<file path="src/hw/rtl/ctet_pkg.sv">
// Package for the Cartesian tree / Euler tour block.
// Holds the sequencer state type and shared default sizes; no dependencies.
package ctet_pkg;

   localparam int MAX_ELEMENTS_DEF = 32;
   localparam int VALUE_BITS_DEF   = 32;
   localparam int SAMPLE_BITS      = 32;
   localparam int POS_BITS         = 5;
   localparam int DEPTH_BITS       = 5;

   typedef enum logic [2:0] {
      ST_IDLE,
      ST_POP_RD,
      ST_POP_CMP,
      ST_PUSH,
      ST_ROOT_RD,
      ST_ROOT_SET,
      ST_TOUR
   } state_type;

endpackage

</file>
<file path="src/hw/rtl/ctet_cmp_unit.sv">
// Shared two's complement signed compare used by the build stack pop loop.
// Stand-alone; no package dependencies.
module ctet_cmp_unit #(
   parameter int VALUE_BITS = 32
) (
   input  logic [VALUE_BITS-1:0] a_value,
   input  logic [VALUE_BITS-1:0] b_value,
   output logic                  a_gt_b
);

   logic [VALUE_BITS-1:0] a_key;
   logic [VALUE_BITS-1:0] b_key;
   logic [VALUE_BITS-1:0] sign_bit;

   // flip sign bit so unsigned compare follows two's complement order
   assign sign_bit = {1'b1, {(VALUE_BITS-1){1'b0}}};
   assign a_key    = a_value ^ sign_bit;
   assign b_key    = b_value ^ sign_bit;
   assign a_gt_b   = (a_key > b_key);

endmodule

</file>
<file path="src/hw/rtl/ctet_stack_mem.sv">
// Build stack memory: one write port, one read port with registered data.
// Stand-alone; no package dependencies.
module ctet_stack_mem #(
   parameter int DEPTH  = 32,
   parameter int DATA_W = 37,
   parameter int ADDR_W = 5
) (
   input  logic              clock,
   input  logic              wr_en,
   input  logic [ADDR_W-1:0] wr_addr,
   input  logic [DATA_W-1:0] wr_data,
   input  logic              rd_en,
   input  logic [ADDR_W-1:0] rd_addr,
   output logic [DATA_W-1:0] rd_data_ff
);

   logic [DATA_W-1:0] mem [DEPTH];

   always_ff @(posedge clock) begin
      if (wr_en) begin
         mem[wr_addr] <= wr_data;
      end
   end

   always_ff @(posedge clock) begin
      if (rd_en) begin
         rd_data_ff <= mem[rd_addr];
      end
   end

endmodule

</file>
<file path="src/hw/rtl/cartesian_tree_euler_tour_top.sv">
// Cartesian tree builder with Euler tour output; uses ctet_pkg, ctet_stack_mem, ctet_cmp_unit.
// Insert: busy while stack entries are inspected (a read state and a compare state each):
// the pops, plus one more unless the stack runs empty, then a push. Full: sample dropped.
// Final element: the root is fetched (ROOT_RD, ROOT_SET), then 2n-1 results, one per clock;
// the receiver cannot stall. Reset clears state, count, stack top and visited marks at once.
module cartesian_tree_euler_tour_top #(
   parameter int MAX_ELEMENTS = ctet_pkg::MAX_ELEMENTS_DEF,
   parameter int VALUE_BITS   = ctet_pkg::VALUE_BITS_DEF
) (
   input  logic                             clock,
   input  logic                             reset,
   input  logic                             start,
   output logic                             busy,
   input  logic [ctet_pkg::SAMPLE_BITS-1:0] req_sample_value,
   input  logic                             req_final_element,
   output logic                             rsp_valid,
   output logic [ctet_pkg::POS_BITS-1:0]    rsp_node_position,
   output logic [ctet_pkg::DEPTH_BITS-1:0]  rsp_tree_depth,
   output logic                             rsp_tour_end
);

   localparam int IDX_W  = $clog2(MAX_ELEMENTS);
   localparam int CNT_W  = IDX_W + 1;
   localparam int TOUR_W = $clog2(2 * MAX_ELEMENTS);
   localparam int MEM_W  = VALUE_BITS + IDX_W;
   localparam int PosW   = ctet_pkg::POS_BITS;
   localparam int DepthW = ctet_pkg::DEPTH_BITS;
   localparam logic [CNT_W-1:0]  MaxCnt   = CNT_W'(MAX_ELEMENTS);
   localparam logic [TOUR_W-1:0] TourLast = TOUR_W'(2 * MAX_ELEMENTS - 2);

   ctet_pkg::state_type state_ff, state_in;

   logic [CNT_W-1:0]      count_ff, count_in;
   logic [CNT_W-1:0]      top_ff, top_in;
   logic [VALUE_BITS-1:0] key_ff, key_in;
   logic [IDX_W-1:0]      me_ff, me_in;
   logic                  final_ff, final_in;
   logic                  popped_ff, popped_in;
   logic [IDX_W-1:0]      pop_pos_ff, pop_pos_in;
   logic [CNT_W-1:0]      tsp_ff, tsp_in;
   logic [TOUR_W-1:0]     emit_cnt_ff, emit_cnt_in;
   logic [MAX_ELEMENTS-1:0] visited_ff, visited_in;

   logic                  left_vld_ff  [MAX_ELEMENTS];
   logic [IDX_W-1:0]      left_pos_ff  [MAX_ELEMENTS];
   logic                  right_vld_ff [MAX_ELEMENTS];
   logic [IDX_W-1:0]      right_pos_ff [MAX_ELEMENTS];
   logic [IDX_W-1:0]      tstack_ff    [MAX_ELEMENTS];

   logic                  accept;
   logic                  mem_wr_en;
   logic [IDX_W-1:0]      mem_wr_addr;
   logic                  mem_rd_en;
   logic [IDX_W-1:0]      mem_rd_addr;
   logic [MEM_W-1:0]      mem_rd_data;
   logic [VALUE_BITS-1:0] rd_key;
   logic [IDX_W-1:0]      rd_pos;
   logic                  cmp_gt;

   logic                  node_wr_en;
   logic                  link_wr_en;
   logic                  tstack_wr_en;
   logic [IDX_W-1:0]      tstack_wr_addr;
   logic [IDX_W-1:0]      tstack_wr_data;

   logic [CNT_W-1:0]      top_m1;
   logic [CNT_W-1:0]      tsp_m1;
   logic [IDX_W-1:0]      node;
   logic                  go_left;
   logic                  go_right;
   logic                  tour_last;

   assign accept = start && !busy;
   assign busy   = (state_ff != ctet_pkg::ST_IDLE);
   assign rd_key = mem_rd_data[MEM_W-1:IDX_W];
   assign rd_pos = mem_rd_data[IDX_W-1:0];
   assign top_m1 = top_ff - CNT_W'(1);
   assign tsp_m1 = tsp_ff - CNT_W'(1);
   assign node   = tstack_ff[tsp_m1[IDX_W-1:0]];

   assign go_left  = left_vld_ff[node] && !visited_ff[left_pos_ff[node]];
   assign go_right = right_vld_ff[node] && !visited_ff[right_pos_ff[node]];

   ctet_stack_mem #(
      .DEPTH  (MAX_ELEMENTS),
      .DATA_W (MEM_W),
      .ADDR_W (IDX_W)
   ) u_stack_mem (
      .clock      (clock),
      .wr_en      (mem_wr_en),
      .wr_addr    (mem_wr_addr),
      .wr_data    ({key_ff, me_ff}),
      .rd_en      (mem_rd_en),
      .rd_addr    (mem_rd_addr),
      .rd_data_ff (mem_rd_data)
   );

   ctet_cmp_unit #(
      .VALUE_BITS (VALUE_BITS)
   ) u_cmp_unit (
      .a_value (rd_key),
      .b_value (key_ff),
      .a_gt_b  (cmp_gt)
   );

   // next state
   always_comb begin
      state_in = state_ff;
      unique case (state_ff)
         ctet_pkg::ST_IDLE: begin
            if (accept) begin
               if (count_ff < MaxCnt) begin
                  state_in = (top_ff != '0) ? ctet_pkg::ST_POP_RD : ctet_pkg::ST_PUSH;
               end else if (req_final_element) begin
                  state_in = ctet_pkg::ST_ROOT_RD;
               end
            end
         end
         ctet_pkg::ST_POP_RD: begin
            state_in = ctet_pkg::ST_POP_CMP;
         end
         ctet_pkg::ST_POP_CMP: begin
            if (cmp_gt && (top_ff > CNT_W'(1))) begin
               state_in = ctet_pkg::ST_POP_RD;
            end else begin
               state_in = ctet_pkg::ST_PUSH;
            end
         end
         ctet_pkg::ST_PUSH: begin
            state_in = final_ff ? ctet_pkg::ST_ROOT_RD : ctet_pkg::ST_IDLE;
         end
         ctet_pkg::ST_ROOT_RD: begin
            state_in = ctet_pkg::ST_ROOT_SET;
         end
         ctet_pkg::ST_ROOT_SET: begin
            state_in = ctet_pkg::ST_TOUR;
         end
         ctet_pkg::ST_TOUR: begin
            if (tour_last) begin
               state_in = ctet_pkg::ST_IDLE;
            end
         end
         default: begin
            state_in = ctet_pkg::ST_IDLE;
         end
      endcase
   end

   // datapath control and outputs
   always_comb begin
      count_in       = count_ff;
      top_in         = top_ff;
      key_in         = key_ff;
      me_in          = me_ff;
      final_in       = final_ff;
      popped_in      = popped_ff;
      pop_pos_in     = pop_pos_ff;
      tsp_in         = tsp_ff;
      emit_cnt_in    = emit_cnt_ff;
      visited_in     = visited_ff;
      mem_wr_en      = 1'b0;
      mem_wr_addr    = top_ff[IDX_W-1:0];
      mem_rd_en      = 1'b0;
      mem_rd_addr    = top_m1[IDX_W-1:0];
      node_wr_en     = 1'b0;
      link_wr_en     = 1'b0;
      tstack_wr_en   = 1'b0;
      tstack_wr_addr = tsp_ff[IDX_W-1:0];
      tstack_wr_data = rd_pos;
      tour_last      = 1'b0;
      rsp_valid      = 1'b0;
      unique case (state_ff)
         ctet_pkg::ST_IDLE: begin
            if (accept) begin
               final_in  = req_final_element;
               popped_in = 1'b0;
               key_in    = VALUE_BITS'($signed(req_sample_value));
               me_in     = count_ff[IDX_W-1:0];
            end
         end
         ctet_pkg::ST_POP_RD: begin
            mem_rd_en = 1'b1;
         end
         ctet_pkg::ST_POP_CMP: begin
            if (cmp_gt) begin
               popped_in  = 1'b1;
               pop_pos_in = rd_pos;
               top_in     = top_m1;
            end
         end
         ctet_pkg::ST_PUSH: begin
            mem_wr_en  = 1'b1;
            node_wr_en = 1'b1;
            link_wr_en = (top_ff != '0);
            top_in     = top_ff + CNT_W'(1);
            count_in   = count_ff + CNT_W'(1);
         end
         ctet_pkg::ST_ROOT_RD: begin
            mem_rd_en   = 1'b1;
            mem_rd_addr = '0;
         end
         ctet_pkg::ST_ROOT_SET: begin
            tstack_wr_en   = 1'b1;
            tstack_wr_addr = '0;
            visited_in[rd_pos] = 1'b1;
            tsp_in         = CNT_W'(1);
            emit_cnt_in    = '0;
         end
         ctet_pkg::ST_TOUR: begin
            rsp_valid   = 1'b1;
            emit_cnt_in = emit_cnt_ff + TOUR_W'(1);
            if (go_left) begin
               tstack_wr_en   = 1'b1;
               tstack_wr_data = left_pos_ff[node];
               visited_in[left_pos_ff[node]] = 1'b1;
               tsp_in         = tsp_ff + CNT_W'(1);
            end else if (go_right) begin
               tstack_wr_en   = 1'b1;
               tstack_wr_data = right_pos_ff[node];
               visited_in[right_pos_ff[node]] = 1'b1;
               tsp_in         = tsp_ff + CNT_W'(1);
            end else begin
               tsp_in = tsp_m1;
            end
            tour_last = (tsp_in == '0) || (emit_cnt_ff == TourLast);
            if (tour_last) begin
               visited_in = '0;
               count_in   = '0;
               top_in     = '0;
            end
         end
         default: begin
         end
      endcase
   end

   assign rsp_node_position = PosW'(node);
   assign rsp_tree_depth    = DepthW'(tsp_m1[IDX_W-1:0]);
   assign rsp_tour_end      = rsp_valid && tour_last;

   always_ff @(posedge clock) begin
      if (reset) begin
         state_ff   <= ctet_pkg::ST_IDLE;
         count_ff   <= '0;
         top_ff     <= '0;
         visited_ff <= '0;
      end else begin
         state_ff   <= state_in;
         count_ff   <= count_in;
         top_ff     <= top_in;
         visited_ff <= visited_in;
      end
   end

   always_ff @(posedge clock) begin
      key_ff      <= key_in;
      me_ff       <= me_in;
      final_ff    <= final_in;
      popped_ff   <= popped_in;
      pop_pos_ff  <= pop_pos_in;
      tsp_ff      <= tsp_in;
      emit_cnt_ff <= emit_cnt_in;
   end

   // new node gets left child, empty right, parent's right link; tour stack write
   always_ff @(posedge clock) begin
      if (node_wr_en) begin
         left_vld_ff[me_ff]  <= popped_ff;
         left_pos_ff[me_ff]  <= pop_pos_ff;
         right_vld_ff[me_ff] <= 1'b0;
         right_pos_ff[me_ff] <= '0;
      end
      if (link_wr_en) begin
         right_vld_ff[rd_pos] <= 1'b1;
         right_pos_ff[rd_pos] <= me_ff;
      end
      if (tstack_wr_en) begin
         tstack_ff[tstack_wr_addr] <= tstack_wr_data;
      end
   end

`ifndef ASSERT_OFF
   a_end_at_root: assert property (@(posedge clock) disable iff (reset)
      rsp_tour_end |-> (rsp_valid && (rsp_tree_depth == '0)))
      else $error("tour ended away from the root");

   a_stack_bound: assert property (@(posedge clock) disable iff (reset)
      top_ff <= count_ff)
      else $error("build stack deeper than element count");

   a_tour_clears: assert property (@(posedge clock) disable iff (reset)
      rsp_tour_end |=> ((state_ff == ctet_pkg::ST_IDLE) && (count_ff == '0)
                        && (top_ff == '0) && (visited_ff == '0)))
      else $error("state not cleared after tour");

   a_rsp_busy: assert property (@(posedge clock) disable iff (reset)
      rsp_valid |-> busy)
      else $error("result transfer while idle");
`endif

endmodule
</file>
<file path="config.mk">
export PLATFORM = sky130hd
export DESIGN_NAME = cartesian_tree_euler_tour_top
export DESIGN_NICKNAME = d
export VERILOG_FILES = /design/src/hw/rtl/ctet_pkg.sv /design/src/hw/rtl/ctet_cmp_unit.sv /design/src/hw/rtl/ctet_stack_mem.sv /design/src/hw/rtl/cartesian_tree_euler_tour_top.sv
export SDC_FILE = /design/constraint.sdc
export NUM_CORES = 2
export LEC_CHECK = 0
export ABC_AREA = 0
export BUFFER_PORTS_ARGS = -buffer_cell sky130_fd_sc_hd__buf_2
export CORE_ASPECT_RATIO = 0.6
export CORE_UTILIZATION = 41
export CTS_CLUSTER_SIZE = 10
export DETAILED_ROUTE_END_ITERATION = 6
export HOLD_SLACK_MARGIN = 0.06
export SYNTH_ARGS = -nofsm -noshare
export SYNTH_HDL_FRONTEND = slang
export SYNTH_SLANG_ARGS = --single-unit
</file>
<file path="constraint.sdc">
create_clock -name clock -period 10 [get_ports clock]
set_input_delay 1 -clock clock [delete_from_list [all_inputs] [get_ports clock]]
set_output_delay 1 -clock clock [all_outputs]
set_load 0.02 [all_outputs]
</file>
-- Word level (Yosys, flattened, before mapping)
Memories as Yosys holds them, arrays and structs flattened. A register that Yosys moved wholly into a read port is not among the register bits.
Cells that the tools add are included.
- add/subtract/negate cells: 6
- $lt $le $gt $ge: 9
- equality and inequality tests: 13
- multiplexer cells: 53
- bitwise gates (word level): 5
- reductions and logical operators: 28
- operators with widths (cell ; count):
    32-bit two-way mux ; 3
    32-bit OR ; 3
    32-bit one-hot mux with 2 select lines ; 1
    6-bit one-hot mux with 2 select lines ; 3
    32-bit > comparator ; 1
    6-bit two-way mux ; 5
    5-bit two-way mux ; 5
    6-bit by 1-bit adder with 6-bit output (second input constant) ; 4
    3-bit one-hot mux with 7 select lines ; 1
    1-bit two-way mux ; 20
    5-bit by 6-bit less-than comparator with 1-bit output (second input constant) ; 3
    6-bit one-hot mux with 3 select lines ; 1
    1-bit demux with 5-bit select ; 3
    5-bit by 1-bit greater-or-equal comparator with 1-bit output (second input constant) ; 3
    3-bit two-way mux ; 5
    6-bit by 1-bit subtractor with 6-bit output (second input constant) ; 2
    1-bit binary-select mux with 5-bit select ; 2
    3-bit equality test (second input constant) ; 3
    3-bit AND reduction ; 3
    1-bit logical AND ; 8
    2-bit inequality test (second input constant) ; 4
    2-bit AND reduction ; 4
    3-bit by 2-bit equality test with 1-bit output (second input constant) ; 2
    6-bit equality test (second input constant) ; 1
    other kinds (16) ; 24
- register bits after elaboration: 103
- RAM bits: 1728
- bits of input ports: 36
- output and inout port bits: 13
- logic and storage cells: 131
- memories: 6
- memory list (name ; depth ; width ; read ports ; clocked after Yosys merged registers in ; wr ports ; line ; source):
    u_stack_mem.mem ; 32 ; 37 ; 1 ; 1 ; 1 ; ctet_stack_mem.sv:17 ; logic [DATA_W-1:0] mem [DEPTH];
    left_pos_ff ; 32 ; 5 ; 1 ; 0 ; 1 ; cartesian_tree_euler_tour_top.sv:45 ; logic [IDX_W-1:0] left_pos_ff [MAX_ELEMENTS];
    right_pos_ff ; 32 ; 5 ; 1 ; 0 ; 2 ; cartesian_tree_euler_tour_top.sv:47 ; logic [IDX_W-1:0] right_pos_ff [MAX_ELEMENTS];
    tstack_ff ; 32 ; 5 ; 1 ; 0 ; 1 ; cartesian_tree_euler_tour_top.sv:48 ; logic [IDX_W-1:0] tstack_ff [MAX_ELEMENTS];
    left_vld_ff ; 32 ; 1 ; 1 ; 0 ; 1 ; cartesian_tree_euler_tour_top.sv:44 ; logic left_vld_ff [MAX_ELEMENTS];
    right_vld_ff ; 32 ; 1 ; 1 ; 0 ; 2 ; cartesian_tree_euler_tour_top.sv:46 ; logic right_vld_ff [MAX_ELEMENTS];

-- Depth between registers and ports, before layout
An unclocked memory read counts as a cell.
- depth after elaboration: 15
- depth in mapped cells: 29
- depth with buffers taken out: 21

-- Cells and area by module
Synthesis repeated with hierarchy kept, for this count alone.
- cell total of the unflattened synthesis: 5022
- area, all modules: 78232.5 um^2
- by module, submodules not included (module ; times used ; cells each ; area an instance (um^2) ; sequential area each (um^2)):
    ctet_stack_mem ; 1 ; 2605 ; 47207.8 ; 36665.2
    cartesian_tree_euler_tour_top ; 1 ; 2305 ; 30219.0 ; 18637.9
    ctet_cmp_unit ; 1 ; 112 ; 805.8 ; 0.0

-- Least setup slack after synthesis
Ideal clock, no wire load.
- kind: register -> register
- start point: register tsp_ff[0]
- end point: memory tstack_ff[0][1] (netlist name), data pin
- library setup time: 0.454 ns
- data arrival time: 6.765 ns
- required time: 9.546 ns
- slack: 2.781 ns
- stages on the path, launching flop included: 26
- buffers on the path: 8
- period minus slack after synthesis: 7.219 ns
- cells stage by stage: edfxtp_1 buf_6 inv_1 ha_1 buf_4 buf_2 buf_2 mux4_2 nand2_1 nand4_1 nand4_1 buf_2 buf_1 mux2_2 a2111oi_4 nand2_2 nor3b_1 and3_1 nor4_2 and4_1 buf_4 clkbuf_1 nor2_1 inv_1 o22a_1 o21ai_0
- longest elaborated chain between the ends: 10
- elaborated cells on any way between the ends: 17
- classes of those cells: add/sub (1); mux (7); reduce/logical (4); memory (5)
- RTL lines (item ; line ; source):
    start: declaration ; cartesian_tree_euler_tour_top.sv:40 ; logic [CNT_W-1:0] tsp_ff, tsp_in;
    start signal: assignment ; cartesian_tree_euler_tour_top.sv:261 ; tsp_ff <= tsp_in;
    6-bit by 1-bit subtractor with 6-bit output (*) ; cartesian_tree_euler_tour_top.sv:78 ; assign tsp_m1 = tsp_ff - CNT_W'(1);
    net rsp_tree_depth, one bit ; cartesian_tree_euler_tour_top.sv:18 ; output logic [ctet_pkg::DEPTH_BITS-1:0] rsp_tree_depth,
    memory 32 x 5 bit (*) ; - ;
    memory 32 x 5 bit ; - ;
    1-bit binary-select mux with 5-bit select ; cartesian_tree_euler_tour_top.sv:82 ; assign go_right = right_vld_ff[node] && !visited_ff[right_pos_ff[node]];
    1-bit two-way mux (implied by the code) ; cartesian_tree_euler_tour_top.sv:82 ;
    1-bit zero test ; cartesian_tree_euler_tour_top.sv:82 ;
    1-bit logical AND ; cartesian_tree_euler_tour_top.sv:82 ;
    5-bit two-way mux ; cartesian_tree_euler_tour_top.sv:217 ; end else if (go_right) begin
    5-bit two-way mux (*) ; cartesian_tree_euler_tour_top.sv:212 ; if (go_left) begin
    5-bit two-way mux (*) ; cartesian_tree_euler_tour_top.sv:172 ; unique case (state_ff)
    net tstack_wr_data[1] ; cartesian_tree_euler_tour_top.sv:64 ; logic [IDX_W-1:0] tstack_wr_data;
    end: declaration ; cartesian_tree_euler_tour_top.sv:48 ;
Mark *: on every way through the listed nets, which the timed path passes. The rest lies on a longest branch. The select of a mux whose other input is x is not followed.

-- Worst setup path after layout
- start point: register tsp_ff[1]
- end point: output rsp_tour_end
- longest elaborated chain between the ends: 14
- elaborated cells on any way between the ends: 22
- classes of those cells: add/sub (2); mux (8); reduce/logical (7); memory (5)
- RTL lines (item ; line ; source):
    6-bit by 1-bit subtractor with 6-bit output ; cartesian_tree_euler_tour_top.sv:78 ;
    memory 32 x 5 bit (2 in a row) ; - ;
    1-bit binary-select mux with 5-bit select ; cartesian_tree_euler_tour_top.sv:82 ;
    1-bit two-way mux (implied by the code) ; cartesian_tree_euler_tour_top.sv:82 ;
    1-bit zero test ; cartesian_tree_euler_tour_top.sv:82 ;
    1-bit logical AND ; cartesian_tree_euler_tour_top.sv:82 ;
    6-bit two-way mux ; cartesian_tree_euler_tour_top.sv:217 ;
    6-bit two-way mux (*) ; cartesian_tree_euler_tour_top.sv:212 ;
    6-bit two-way mux (*) ; cartesian_tree_euler_tour_top.sv:172 ;
    6-bit zero test (*) ; cartesian_tree_euler_tour_top.sv:225 ; tour_last = (tsp_in == '0) || (emit_cnt_ff == TourLast);
    1-bit logical OR (*) ; cartesian_tree_euler_tour_top.sv:225 ;
    1-bit two-way mux (*) ; cartesian_tree_euler_tour_top.sv:172 ;
    1-bit logical AND (*) ; cartesian_tree_euler_tour_top.sv:239 ; assign rsp_tour_end = rsp_valid && tour_last;
    end: declaration ; cartesian_tree_euler_tour_top.sv:19 ; output logic rsp_tour_end
Every way passes the cells marked *; elsewhere a longest branch is shown, timed or not. The select of a mux whose other input is x is not followed.

==> results.txt <==
The worst hold path endpoint is key_ff[13]. The setup check on the worst reg-to-reg path leaves a slack of 890 ps. After clock tree synthesis, the clock-pin slew on the worst setup and hold paths is 60 ps. The cell taking the most area after synthesis is edfxtp_1. The cell area reported after detailed placement came out at 82130 um^2. The run finished with clean final reports. The initial antenna violation count is 7. The count of endpoints failing hold in the final timing report is 0. The quantity of I/O buffers inserted on ports came out at 48. Across the run, the number of max-cap violations was 0. The fraction of layout instances using a drive strength above 1 came out at 11.91%. The worst path setup slack after routing is 160.8 ps. The number of synthesized register bits is 1868. The routed design has 233.0 mm of wire. The number of enable flip-flop cells after synthesis is 1789. The power density over the cells is 271.7 nW/um^2. Dividing the final minimum period by the clock period gives 98.39%.

The length of the first detailed-routing pass in iterations came out at 6. The arrival time of data at the critical path endpoint is 8840 ps. Yosys mapped the design onto 97 distinct sky130hd cell types. Fill cells in the final layout number 16670. Relative to the synthesized area, the layout overhead comes to 11.28%.

The leakage power is 28.29 nW. The share of async-settable or async-resettable flops after synthesis came out at 0%. Across the routed clock network, the largest skew measured is 71.53 ps. Summing internal, switching and leakage power gives 23.89 mW. The endpoint class of the critical path is an output pin. The number of clock sinks is 1868. The number of cells on the worst reg-to-reg path is 23. The detailed-route DRC error count is 0. In the synthesized netlist the dominant register cell turns out to be edfxtp_1. The floorplan step defined a die boundary enclosing 194500 um^2.

The netlist area before placement is 79020 um^2. The type of the tightest min-delay check is in -> reg. The cell sitting at the root of the clock tree is a clkbuf_16. The minimum clock period came out at 9839 ps. The area share of the largest cell type after synthesis came out at 67.99%. The number of nets in the layout came out at 5607.

Across the VDD grid, the largest voltage drop is 0.0003529 V. The floorplan has 124 rows. The relative max-transition margin came out at 10.50%.

In the final routed layout, each cell accounts on average for 28.46 um. The x dimension of the die came out at 568.7 um. The worst setup path is of the reg -> out kind. Setup repair after global routing left no endpoint under its margin. Static timing analysis puts the maximum clock frequency at 101.6 MHz. The wire length of the first global-routing pass is 333.8 mm.

At the placement stage, the worst setup path has a slack of 795.8 ps. The remaining global-route overflow came out at 0. The commonest cells after synthesis are edfxtp_1, o21ai_0, nand2_1, clkbuf_1, and2_1. The portion of the post-synthesis area used by sequential elements is 69.99%. The count of hold buffers inserted by post-cts repair came out at 0.

The overall via count from detail_route came out at 49400. The initial detailed-routing violation count is 6898. Sorting the synthesized cells by area gives the leading types as edfxtp_1, mux4_2, o21ai_0, and2_1, mux2i_1. The overall global routing resource usage came out at 23.45%. Counting every net in the synthesized netlist gives 5635. The measured slew at the worst slew-check pin came out at 1342 ps. The number of global-route vias before repair came out at 45910. The region available for standard cell placement spans 191000 um^2. The number of I/O pins came out at 49. Routability-driven placement finished with a final weighted congestion of 0.9400. The critical path startpoint category is a flop. The number of nets with antenna violations after detailed routing is 0. The largest net degree at the start of global routing came out at 171. Each instance of the synthesized netlist takes up on average 14.22 um^2. The worst hold slack after final layout is 305.0 ps. The insertion delay to the later sink of the worst-skew pair is 850 ps. Setup violations remaining at the end of the flow were counted as 0. The final core area utilization is 46.04%. From bottom edge to top edge, the die measures 342.1 um. The required time of the critical path is 9000 ps.

The capturing point of the worst reg2reg path is tstack_ff[0][0]. The total count of max-transition violations in the final report is 0. The maximum root-to-sink buffer count came out at 4. The instance count of the mapped netlist came out at 5557. The most frequent cell after synthesis is edfxtp_1. The non-filler instance count after layout is 8186. The starting utilization of the core area is 41.37%. The routed via count divided by cell count is 6.034. The CTS buffer count is 214. The hold-critical path depth came out at 1. The final standard cell area without fillers came out at 87930 um^2.

The maximum fanout along the worst path came out at 48. The half-perimeter wire length of the detailed placement result came out at 130.0 mm. The TritonCTS clock tree is done. The number of cells after detailed placement is 7896.

The launching point of the worst reg2reg path is tsp_ff[1]. The sum of negative setup slack is 0 ps. The startpoint identified for the worst hold timing path is req_sample_value[13]. The Yosys step of the flow raised 0 warnings. In this run the number of H-tree levels came out at 4.
==> placed cells by master, fill, tap and decap left out, drive strengths merged, types with 8 or more instances in the layout <==
| cell type | n |
|---|---|
| nor4 | 16 |
| a2111oi | 39 |
| nor2 | 227 |
| clkinv | 10 |
| nor2b | 20 |
| or4 | 8 |
| clkbuf | 273 |
| a21o | 26 |
| and2 | 325 |
| o22ai | 28 |
| or3 | 163 |
| o32ai | 9 |
| or2 | 13 |
| mux2 | 55 |
| o21ai | 461 |
| a32oi | 9 |
| o31ai | 36 |
| edfxtp | 1789 |
| nand3 | 190 |
| and3 | 14 |
| o221ai | 152 |
| nand4 | 28 |
| buf | 173 |
| nor3 | 28 |
| nand2 | 439 |
| a22oi | 8 |
| nand3b | 11 |
| xnor2 | 10 |
| a31oi | 159 |
| inv | 90 |
| ha | 42 |
| dfxtp | 79 |
| a21oi | 93 |
| nor3b | 15 |
| mux2i | 179 |
| xor2 | 9 |
| a211oi | 171 |
| mux4 | 108 |
| nand2b | 25 |
==> final cells by class <==
type | count | area [um^2] | area share, %
tap | 2583 | 3232 | 3.676
clock buffer | 273 | 5608 | 6.378
sequential | 1868 | 55310 | 62.90
inverter | 88 | 340.3 | 0.3871
multi-input combinational | 3184 | 22010 | 25.03
clock inverter | 13 | 155.1 | 0.1765
timing repair buffer | 173 | 1266 | 1.440
antenna | 4 | 10.01 | 0.01138
==> registers in the layout, summed over array words and instances (netlist names) <==
signal                  cells
count_ff                    6
emit_cnt_ff                 6
final_ff                    1
key_ff                     32
left_pos_ff               160
left_vld_ff                32
me_ff                       5
pop_pos_ff                  5
popped_ff                   1
right_pos_ff              160
right_vld_ff               32
state_ff                    3
top_ff                      6
tsp_ff                      6
tstack_ff                 160
u_stack_mem.mem          1184
u_stack_mem.rd_data_ff     37
visited_ff                 32
==> worst max-delay path by stage <==
stage	from	slack (ps)	depth (start not counted)	end
final	tsp_ff[1]	160	21	rsp_tour_end
after global routing	tsp_ff[1]	100	21	rsp_tour_end
after CTS	tsp_ff[1]	110	22	rsp_tour_end
after detailed placement	tsp_ff[1]	800	23	tstack_ff[21][0]
after global placement	tsp_ff[1]	850	23	tstack_ff[2][0]
after floorplan	tsp_ff[0]	2780	25	tstack_ff[0][1]
==> what timing repair did <==
item,4_1_cts,5_1_grt
gates resized for setup,0,3
endpoints found under the setup margin,0,1
setup buffers,0,0
==> report_power, final <==
part / switching, mW / internal [mW] / total, mW
logic: 4.61 / 2.78 / 7.39
registers: 0.328 / 9.32 / 9.65
clock network: 2.96 / 3.89 / 6.85
total: 7.90 / 16.0 / 23.9
==> cells by family after synthesis <==
kind of cell | share of synthesized area (%)
buffers and inverters | 2.616
muxes | 6.130
AOI/OAI and AO/OA | 10.39
adders and majority gates | 0.6651
and+or+nand+nor | 9.982
xor gates and xnor gates | 0.2296
DFF | 69.99
==> worst max-delay path, stage by stage (launching register included) <==
cell,delay (ps)
edfxtp_1,510
inv_1,200
ha_4,220
xnor2_2,570
inv_2,240
nor2_1,450
a22oi_1,270
a22o_2,330
nor2_4,120
buf_4,250
buf_4,700
nand2_1,110
a32oi_1,520
a211o_1,200
nand4_1,730
nand3b_1,630
or3b_1,170
nand4b_1,170
or4_1,870
a31oi_4,350
a21oi_1,110
buf_2,210
==> metal layers <==
layer  vias up  global-route usage, %  routed length (um)
met5         -                      0                   0
met4         0                  4.827                4073
met3       298                  5.883               25710
met2      2502                  30.85               92530
met1     25190                  38.22              110700
li1      21410                      -                   -
(Power assumes the default switching activity.)
